[src/rtl/core/pairwise_gravity_velocity_update_defines.svh]
// ----------------------------------------------------------------------------
// Pairwise gravity velocity update - assertion macros
// Shared concurrent assertion forms, clocked on clk and disabled in reset.
// ----------------------------------------------------------------------------
`ifndef PAIRWISE_GRAVITY_VELOCITY_UPDATE_DEFINES_SVH
`define PAIRWISE_GRAVITY_VELOCITY_UPDATE_DEFINES_SVH

// same-cycle implication
`define PGV_ASSERT_SAME(lbl, ante, cons, msg) \
  lbl: assert property (@(posedge clk) disable iff (!rst_n) (ante) |-> (cons)) \
    else $error(msg);

// next-cycle implication
`define PGV_ASSERT_NEXT(lbl, ante, cons, msg) \
  lbl: assert property (@(posedge clk) disable iff (!rst_n) (ante) |=> (cons)) \
    else $error(msg);

`endif

[src/rtl/core/pgv_dly.sv]
// ----------------------------------------------------------------------------
// pgv_dly
// Enabled shift line of N stages, used to keep side data aligned.
// ----------------------------------------------------------------------------
`default_nettype none

module pgv_dly #(
  parameter int W = 8,
  parameter int N = 1
) (
  input  logic         clk,
  input  logic         rst_n,
  input  logic         en,
  input  logic [W-1:0] d,
  output logic [W-1:0] q
);

  logic [W-1:0] sr_r [0:N-1];

  always_ff @(posedge clk) begin
    if (!rst_n) begin
      for (int i = 0; i < N; i++) sr_r[i] <= '0;
    end else if (en) begin
      sr_r[0] <= d;
      for (int i = 1; i < N; i++) sr_r[i] <= sr_r[i-1];
    end
  end

  assign q = sr_r[N-1];

endmodule

`default_nettype wire

[config.mk]
export PLATFORM = sky130hd
export DESIGN_NAME = pgv_dly
export DESIGN_NICKNAME = d
export VERILOG_FILES = /design/src/rtl/core/pairwise_gravity_velocity_update_defines.svh /design/src/rtl/core/pgv_dly.sv
export SDC_FILE = /design/constraint.sdc
export NUM_CORES = 1
export LEC_CHECK = 0
export BUFFER_PORTS_ARGS = -buffer_cell sky130_fd_sc_hd__buf_4
export CORE_AREA = 2 2 39 41
export CTS_BUF_LIST = sky130_fd_sc_hd__clkbuf_4 sky130_fd_sc_hd__clkbuf_8
export DETAILED_ROUTE_END_ITERATION = 12
export DIE_AREA = 0 0 41 43
export PLACE_DENSITY_LB_ADDON = 0.1
export SLEW_MARGIN = 20
export SYNTH_ARGS = -nofsm -noshare
export SYNTH_HDL_FRONTEND = slang
export SYNTH_SLANG_ARGS = --single-unit
export TNS_END_PERCENT = 20
[constraint.sdc]
create_clock -name clk -period 1.1 [get_ports clk]
set_clock_uncertainty 0.2 [all_clocks]
set_input_delay 0.11 -clock clk [delete_from_list [all_inputs] [get_ports clk]]
set_output_delay 0.11 -clock clk [all_outputs]
set_load 0.01 [all_outputs]
==> impl_metrics.tcl <==
set metrics [dict create \
    critPathMaxStageDelay_ns 0.37 \
    ir_worst_vdd_mv 0.407 \
    layout.nets 53 \
    drt-initial-drc-count 3 \
    setup_violations 0 \
    cts_made_buffers 3 \
    yosysTopAreaCell "edfxtp_1" \
    cts_sinks 8 \
    top_register "sr_r" \
    yosysUniqueCellTypes 3 \
    grt_usage_pct 8.34 \
    relSlewSlack_pct 94.1 \
    grt_pass1_wl_um 897 \
    port_buffers 18 \
    final_core_util_pct 35.9 \
    yosys_register_bits 8 \
    hold_path_end "sr_r[0][5]$_SDFFCE_PN0P_" \
    max_freq_mhz 925 \
    avgSynthCellArea_um2 17.4 \
    hold_violations 7 \
    reg_top3 "sr_r x8" \
    path_buf_inv 1 \
    cellLeakagePower_nw 0.246 \
    core_um2 1380 \
    holdWs_ns -0.0268 \
    tightestPinTransition_ns 0.0891 \
    first_pass_iters 3 \
    timing.final.crit_share_pct 98.3 \
    drt-total-wl_um 585 \
    ant_nets 0 \
    comb_power_share_pct 15.0 \
    setup_ws_ns 0.0190 \
    fp.dieW_um 41 \
    io_pins 19 \
    grt_pass1_vias 212 \
    crit_family "flip-flops" \
    post_cts_buffers 0 \
    grt_max_degree 10 \
    maxCapViolCount 0 \
    vias 231 \
    clk_pin_slew_worst_paths_ns 0.05 \
    status "finished, violations left" \
    cp_cell_sequence "buf_4" \
    synth_seq_area_share_pct 81.0 \
    largest_register_ffs 8 \
    place.gp.congestion 0.595 \
    dpl-instance-area_um2 467 \
    cts-htree-levels 1 \
    ys_warn_count 0 \
    overflow 0 \
    cts_tree "done" \
    synthesis.area_um2 297 \
    drc 0 \
    antenna_cells 0 \
    end_kind "output pin" \
    dieHeight_um 43 \
    avgViaCountPerCell 4.13 \
    root_buffer "clkbuf_4" \
    clockPowerShare_pct 31.4 \
    min_from "d[5]" \
    drive_gt1_share_pct 57.5 \
    antenna_found_initial 0 \
    worstHoldPathCells 2 \
    p_seq_share_pct 53.6 \
    setup-tns-final_ns 0 \
    arrival_ns 0.77 \
    cts_buffer_depth 2 \
    power.density_nw_per_um2 1390 \
    internal_power_mw 0.552 \
    violations "negative hold slack" \
    rsz0062_at_grt "true" \
    die_area_um2 1760 \
    final_cell_area_um2 497 \
    area_growth_pct 67.5 \
    switchingPower_mw 0.140 \
    synthesis.nets 28 \
    yosysTopAreaCellShare_pct 81.0 \
    placementRows 14 \
    startpoint_type "flip-flop" \
    routedWlPerCell_um 10.4 \
    swShare_pct 20.2 \
    pre_cts_slack_ns 0.103 \
    netlist_instances 17 \
    initial_core_util_pct 21.4 \
    path_class "flip-flop to output pin" \
    hold_path.class "input pin to flip-flop" \
    fillers 151 \
    slew_viol_final 0 \
    ys_top_cells_by_area "edfxtp_1 (81%), and3_1 (17%), nand2b_1 (2.1%)" \
    cp.required_ns 0.79 \
    slowest_stage "edfxtp_1" \
    period_needed_ns 1.08 \
    path_max_fanout 1 \
]
-- worst max-delay path by stage --
stage / from / cells past startpoint / slack (ns) / endpoint
floorplan: en / 1 / 0.21 / sr_r[0][0]$_SDFFCE_PN0P_
finish: sr_r[0][3]$_SDFFCE_PN0P_ / 1 / 0.02 / q[3]
global route: sr_r[0][3]$_SDFFCE_PN0P_ / 1 / -0.009 / q[3]
CTS: sr_r[0][1]$_SDFFCE_PN0P_ / 1 / 0.004 / q[1]
global placement: en / 3 / 0.11 / sr_r[0][2]$_SDFFCE_PN0P_
detailed placement: en / 3 / 0.10 / sr_r[0][5]$_SDFFCE_PN0P_
-- logic make-up (layout without fill, tap and decap cells) --
family                 count (synthesis)  count (layout)  synth area share (%)
DFF                                    8               8                  81.0
buffers and inverters                  0              23                     0
and+or+nand+nor                        9               9                  19.0
-- synth_stat cells --
library cell  count
nand2b_1          1
and3_1            8
edfxtp_1          8
-- repair_timing --
item,CTS,global route
gates resized for setup,0,2
endpoints found under the hold margin,8,6
endpoints found under the setup margin,0,3
-- per-stage QoR --
step / instances / total power [mW] / hold WS, ns
after global routing: 56 / 0.723 / -0.0328
after global placement: 53 / 0.475 / 0.237
after floorplan: 17 / 0.401 / 0.133
final: 56 / 0.692 / -0.0268
after CTS: 56 / 0.697 / -0.0316
after detailed placement: 53 / 0.477 / 0.232
-- cells in the final DEF (no fill, tap or decap), drive strengths merged --
master,count
clkbuf,3
nand2b,1
and3,8
buf,20
edfxtp,8
-- power by group through the flow --
| stage | Clock (mW) | Sequential [mW] | Combinational, mW |
|---|---|---|---|
| after floorplan | 0 | 0.389 | 0.0125 |
| after global placement | 0 | 0.374 | 0.101 |
| after detailed placement | 0 | 0.376 | 0.101 |
| after CTS | 0.226 | 0.370 | 0.102 |
| after global routing | 0.237 | 0.372 | 0.114 |
| final | 0.217 | 0.371 | 0.104 |
-- layout make-up --
type                       instances  area (um2)  share of cell area, %
tap                               16        20.0                   4.03
sequential                         8         240                   48.4
multi-input combinational          9        56.3                   11.3
timing repair buffer              20         158                   31.7
clock buffer                       3        22.5                   4.53
-- metal layers --
| layer | part of all wire, % | vias to the layer above | GRT usage, % | wire [um] |
|---|---|---|---|---|
| met5 | 0 | - | 0 | 0 |
| met4 | 2.7 | 0 | 8.00 | 16 |
| met3 | 10 | 2 | 3.14 | 61 |
| met2 | 50 | 13 | 10.9 | 292 |
| met1 | 37 | 103 | 9.73 | 214 |
| li1 | - | 113 | - | - |
(Power assumes the default switching activity.)
