==> src/rtl/core/pairwise_gravity_velocity_update_defines.svh <==
// ----------------------------------------------------------------------------
// Pairwise gravity velocity update - assertion macros
// Shared concurrent assertion forms, clocked on clk and disabled in reset.
// ----------------------------------------------------------------------------
`ifndef PAIRWISE_GRAVITY_VELOCITY_UPDATE_DEFINES_SVH
`define PAIRWISE_GRAVITY_VELOCITY_UPDATE_DEFINES_SVH

// same-cycle implication
`define PGV_ASSERT_SAME(lbl, ante, cons, msg) \
  lbl: assert property (@(posedge clk) disable iff (!rst_n) (ante) |-> (cons)) \
    else $error(msg);

// next-cycle implication
`define PGV_ASSERT_NEXT(lbl, ante, cons, msg) \
  lbl: assert property (@(posedge clk) disable iff (!rst_n) (ante) |=> (cons)) \
    else $error(msg);

`endif

==> src/rtl/core/pgv_mul.sv <==
// ----------------------------------------------------------------------------
// pgv_mul
// Two-stage unsigned multiplier: two half-width partial products, then sum.
// ----------------------------------------------------------------------------
`default_nettype none

module pgv_mul #(
  parameter int AW = 32,
  parameter int BW = 32
) (
  input  logic             clk,
  input  logic             en,
  input  logic [AW-1:0]    a,
  input  logic [BW-1:0]    b,
  output logic [AW+BW-1:0] p
);

  localparam int BL = BW / 2;
  localparam int BH = BW - BL;

  logic [AW+BL-1:0] lo_r;
  logic [AW+BH-1:0] hi_r;
  logic [AW+BW-1:0] p_r;

  always_ff @(posedge clk) begin
    if (en) begin
      lo_r <= (AW+BL)'(a) * (AW+BL)'(b[BL-1:0]);
      hi_r <= (AW+BH)'(a) * (AW+BH)'(b[BW-1:BL]);
      p_r  <= ((AW+BW)'(hi_r) << BL) + (AW+BW)'(lo_r);
    end
  end

  assign p = p_r;

endmodule

`default_nettype wire

==> config.mk <==
export PLATFORM = sky130hd
export DESIGN_NAME = pgv_mul
export DESIGN_NICKNAME = d
export VERILOG_FILES = /design/src/rtl/core/pairwise_gravity_velocity_update_defines.svh /design/src/rtl/core/pgv_mul.sv
export SDC_FILE = /design/constraint.sdc
export NUM_CORES = 2
export LEC_CHECK = 0
export BUFFER_PORTS_ARGS = -buffer_cell sky130_fd_sc_hd__buf_2
export CORE_UTILIZATION = 37
export DETAILED_ROUTE_END_ITERATION = 10
export GPL_TIMING_DRIVEN = 0
export SLEW_MARGIN = 0
export SYNTH_ARGS = -nofsm -noshare
export SYNTH_HDL_FRONTEND = slang
export SYNTH_SLANG_ARGS = --single-unit
==> constraint.sdc <==
create_clock -name clk -period 16.33 [get_ports clk]
set_input_delay 1.633 -clock clk [delete_from_list [all_inputs] [get_ports clk]]
set_output_delay 1.633 -clock clk [all_outputs]
set_load 0.01 [all_outputs]
==> impl_results.md <==
- Vias in the first global route: 31,100
- Worst skew pair latency: 0.50 ns
- Setup WS post-layout: 7.12 ns
- Seq/Total Area, Yosys: 12.3%
- Post-synth top area share: 42.7%
- Hold Buf Count CTS: 0
- Net count after synthesis: 5,411
- Mapped Area: 0.0392 mm^2
- DP Cell Count: 5,757
- IO Pins: 130
- Antenna viol nets, final: 0
- CP cell instances: buf_2, clkbuf_1, nand2_1, fa_1, fa_1, fa_1, inv_1, fa_1, fa_1, inv_1, fa_1, inv_1, ha_1, clkbuf_1, nand3_1, nor2_1, a211oi_1, a211o_1, a2111oi_0, nor3_1, nor3_1, xor2_1
- Reg2Reg Depth: 11
- Period utilisation layout: 56.4%
- Root buffer cell: clkbuf_16
- Pre-CTS setup slack: 6.78 ns
- Largest family of logic cells by synthesized area: adder cells
- TritonCTS clock tree: built
- Starting density of the core: 37.3%
- Flops & latches, synth: 160
- Final setup violation count: 0
- Crit path launch type: primary input
- Post-Synth XOR/XNOR Area: 2.82%
- Finished Layout Cells: 5,796
- Filler Cells Inserted: 10,700
- Final Hold Viols: 0
- Die footprint: 0.107 mm^2
- EDFF count, synth: 160
- Gr usage total: 24.1%
- DRC viols: 0
- Critical-path top delay cell: clkbuf_1
- WHS Path Cells: 0
- Grt ovf: 0
- Most frequent CP cell: fa_1
- Setup TNS: 0 ns
- Yosys cell types: 72
- Worst Tran Pin Value: 1.12 ns
- Post-DP HPWL: 105,000 um
- Die Width: 328 um
- Worst Skew: 0.0214 ns
- Core Area: 0.105 mm^2
- Cells taking the most area after synthesis: fa_1 (43%), edfxtp_1 (12%), inv_1 (8.7%), ha_1 (8.7%), and2_1 (6.8%)
- Vias per inst: 5.10
- Share of layout cells above drive strength 1: 4.37%
- Vias: 29,600
- Syn avg cell area: 9.25 um^2
- Status: finished, final reports clean
- Post-Syn Instances: 4,236
- Unrepaired setup endpoints after global routing: false
- Row cnt: 119
- Area leader, netlist: fa_1
- Clock net sink count: 160
- Adder-Cell Fraction of Synth Area: 51.4%
- Setup Buffers After CTS: 0
- CP Max Fanout: 10
- # H-tree levels: 4
- Multiplexer area fraction after synthesis: 0%
- Nets: 5,560
- Count of pins over their slew limit: 0
- Critical path class: in -> reg
- Asr flop ratio synth: 0%
- Drt initial violations: 2,510
- Largest stage delay, worst path: 0.84 ns
- DRT Pass-1 Iters: 8
- Rel. slew slack: 25.4%
- Crit end category: flip-flop
- Global-route wire length before repair: 191,000 um
- CTS buffer count: 17
- Main synth FF type: edfxtp_1
- Routed wire length: 124,000 um
- HP Class: reg -> reg
- CTS clk-pin slew, worst paths: 0.07 ns
- Critical path data required time: 16.65 ns
- Number of port buffers: 129
- Clk buf depth: 2
- Min cycle time layout: 9.21 ns
- Die height: 328 um
- Max Clk Rate: 0.109 GHz
- Antenna violations before repair: 13
- Arr. time, crit path: 9.52 ns
- Synth Area in Compound Gates: 6.05%
- Largest net degree at the start of global routing: 100
- Avg WL per Cell: 21.5 um
- Post-CTS Resized: 0
- Synth warn: 0
- Post-synthesis simple-gate area fraction: 16.6%
- Max Cap Viol: 0
- Synth-to-layout area growth: 7.80%
- Gp weighted congestion: 0.951
==> synthesized netlist by cell type, types with 3 or more instances <==
cell and count:
inv_1 910, fa_1 837, nand2_1 670, and2_1 428, ha_1 272, clkbuf_1 214, edfxtp_1 160, a21oi_1 126
xnor2_1 85, nor2_1 77, a21o_1 64, nand3_1 44, xor2_1 41, o21ai_0 39, nor3_1 28, nor2b_1 25
o21bai_1 21, and3_1 19, o21ai_1 19, nand4_1 16, nand2b_1 15, a31oi_1 14, o21a_1 8, a211oi_1 7
o31ai_1 6, a211o_1 5, nand3b_1 5, nor3b_1 5, a21oi_2 4, a31o_2 4, buf_2 4, o211ai_1 4
nor4_1 3, o21ai_2 3, or3_1 3
==> final timing paths <==
kind	endpoint	start	slack, ns
max	lo_r[44]	a[24]	7.12
min	p[14]	lo_r[14]	0.42
max reg2reg	p[63]	lo_r[22]	12.83
min reg2reg	p[14]	lo_r[14]	0.42
==> placed cells by master (no fill, tap or decap), types with 8 or more instances in the layout <==
master and instances:
nor3_1 28, xor2_1 41, edfxtp_1 160, o21ai_0 39
nand4_1 16, nand2_1 670, buf_2 132, ha_1 272
xnor2_1 85, o21ai_1 19, clkbuf_16 17, a21o_1 64
nor2b_1 25, and2_1 428, nand2b_1 15, o21bai_1 21
clkbuf_1 214, nand3_1 44, a31oi_1 14, fa_1 837
a21oi_1 126, nor2_1 77, and3_1 19, o21a_1 8
inv_1 910
==> state kept, by name (all words and copies together), names as in the netlist <==
signal / count
lo_r: 48
hi_r: 48
p: 64
==> stage by stage <==
step	cell area (um^2)	util, %	hold WS, ns
2_1_floorplan	39200	-	0.400
3_3_place_gp	41600	39.6	0.401
3_5_place_dp	41600	39.6	0.405
4_1_cts	42200	40.2	0.420
5_1_grt	42200	40.2	0.423
6_report	42300	40.2	0.420
==> routing by layer <==
metal,share of wire [%],vias to the layer above,GRT usage [%],wire length [um]
li1,-,13000,-,-
met1,40,15200,31.1,50300
met2,47,1134,39.5,58200
met3,8.5,226,5.17,10500
met4,4.2,8,9.60,5250
met5,0.033,-,0,41
==> cell families (layout without fill, tap and decap cells) <==
group | count (synthesis) | in the layout
xor gates and xnor gates | 126 | 126
other | 0 | 7
DFF | 160 | 160
adders and majority gates | 1109 | 1109
buffers and inverters | 1128 | 1290
and+or+nand+nor | 1349 | 1349
AOI/OAI and AO/OA | 364 | 364
==> worst max-delay path: cells and delay by family <==
kind,cells,cell delay [ns]
buf+inv,6,1.76
simple gates,5,1.35
fa+ha+maj,7,3.30
xor+xnor,1,0.23
compound gates,3,1.26
==> final cells by class <==
cell class,instances,area (um^2),area share (%)
antenna,7,17.5,0.0415
buffer,218,823,1.95
clock buffer,17,425,1.01
clock inverter,15,195,0.462
inverter,910,3420,8.08
multi-input combinational,2948,30200,71.4
sequential,160,4800,11.4
tap,1391,1740,4.12
timing repair buffer,130,679,1.61
Power is not shown: default switching activity piles up to over one toggle a cycle in this logic, so the estimate is an artifact.
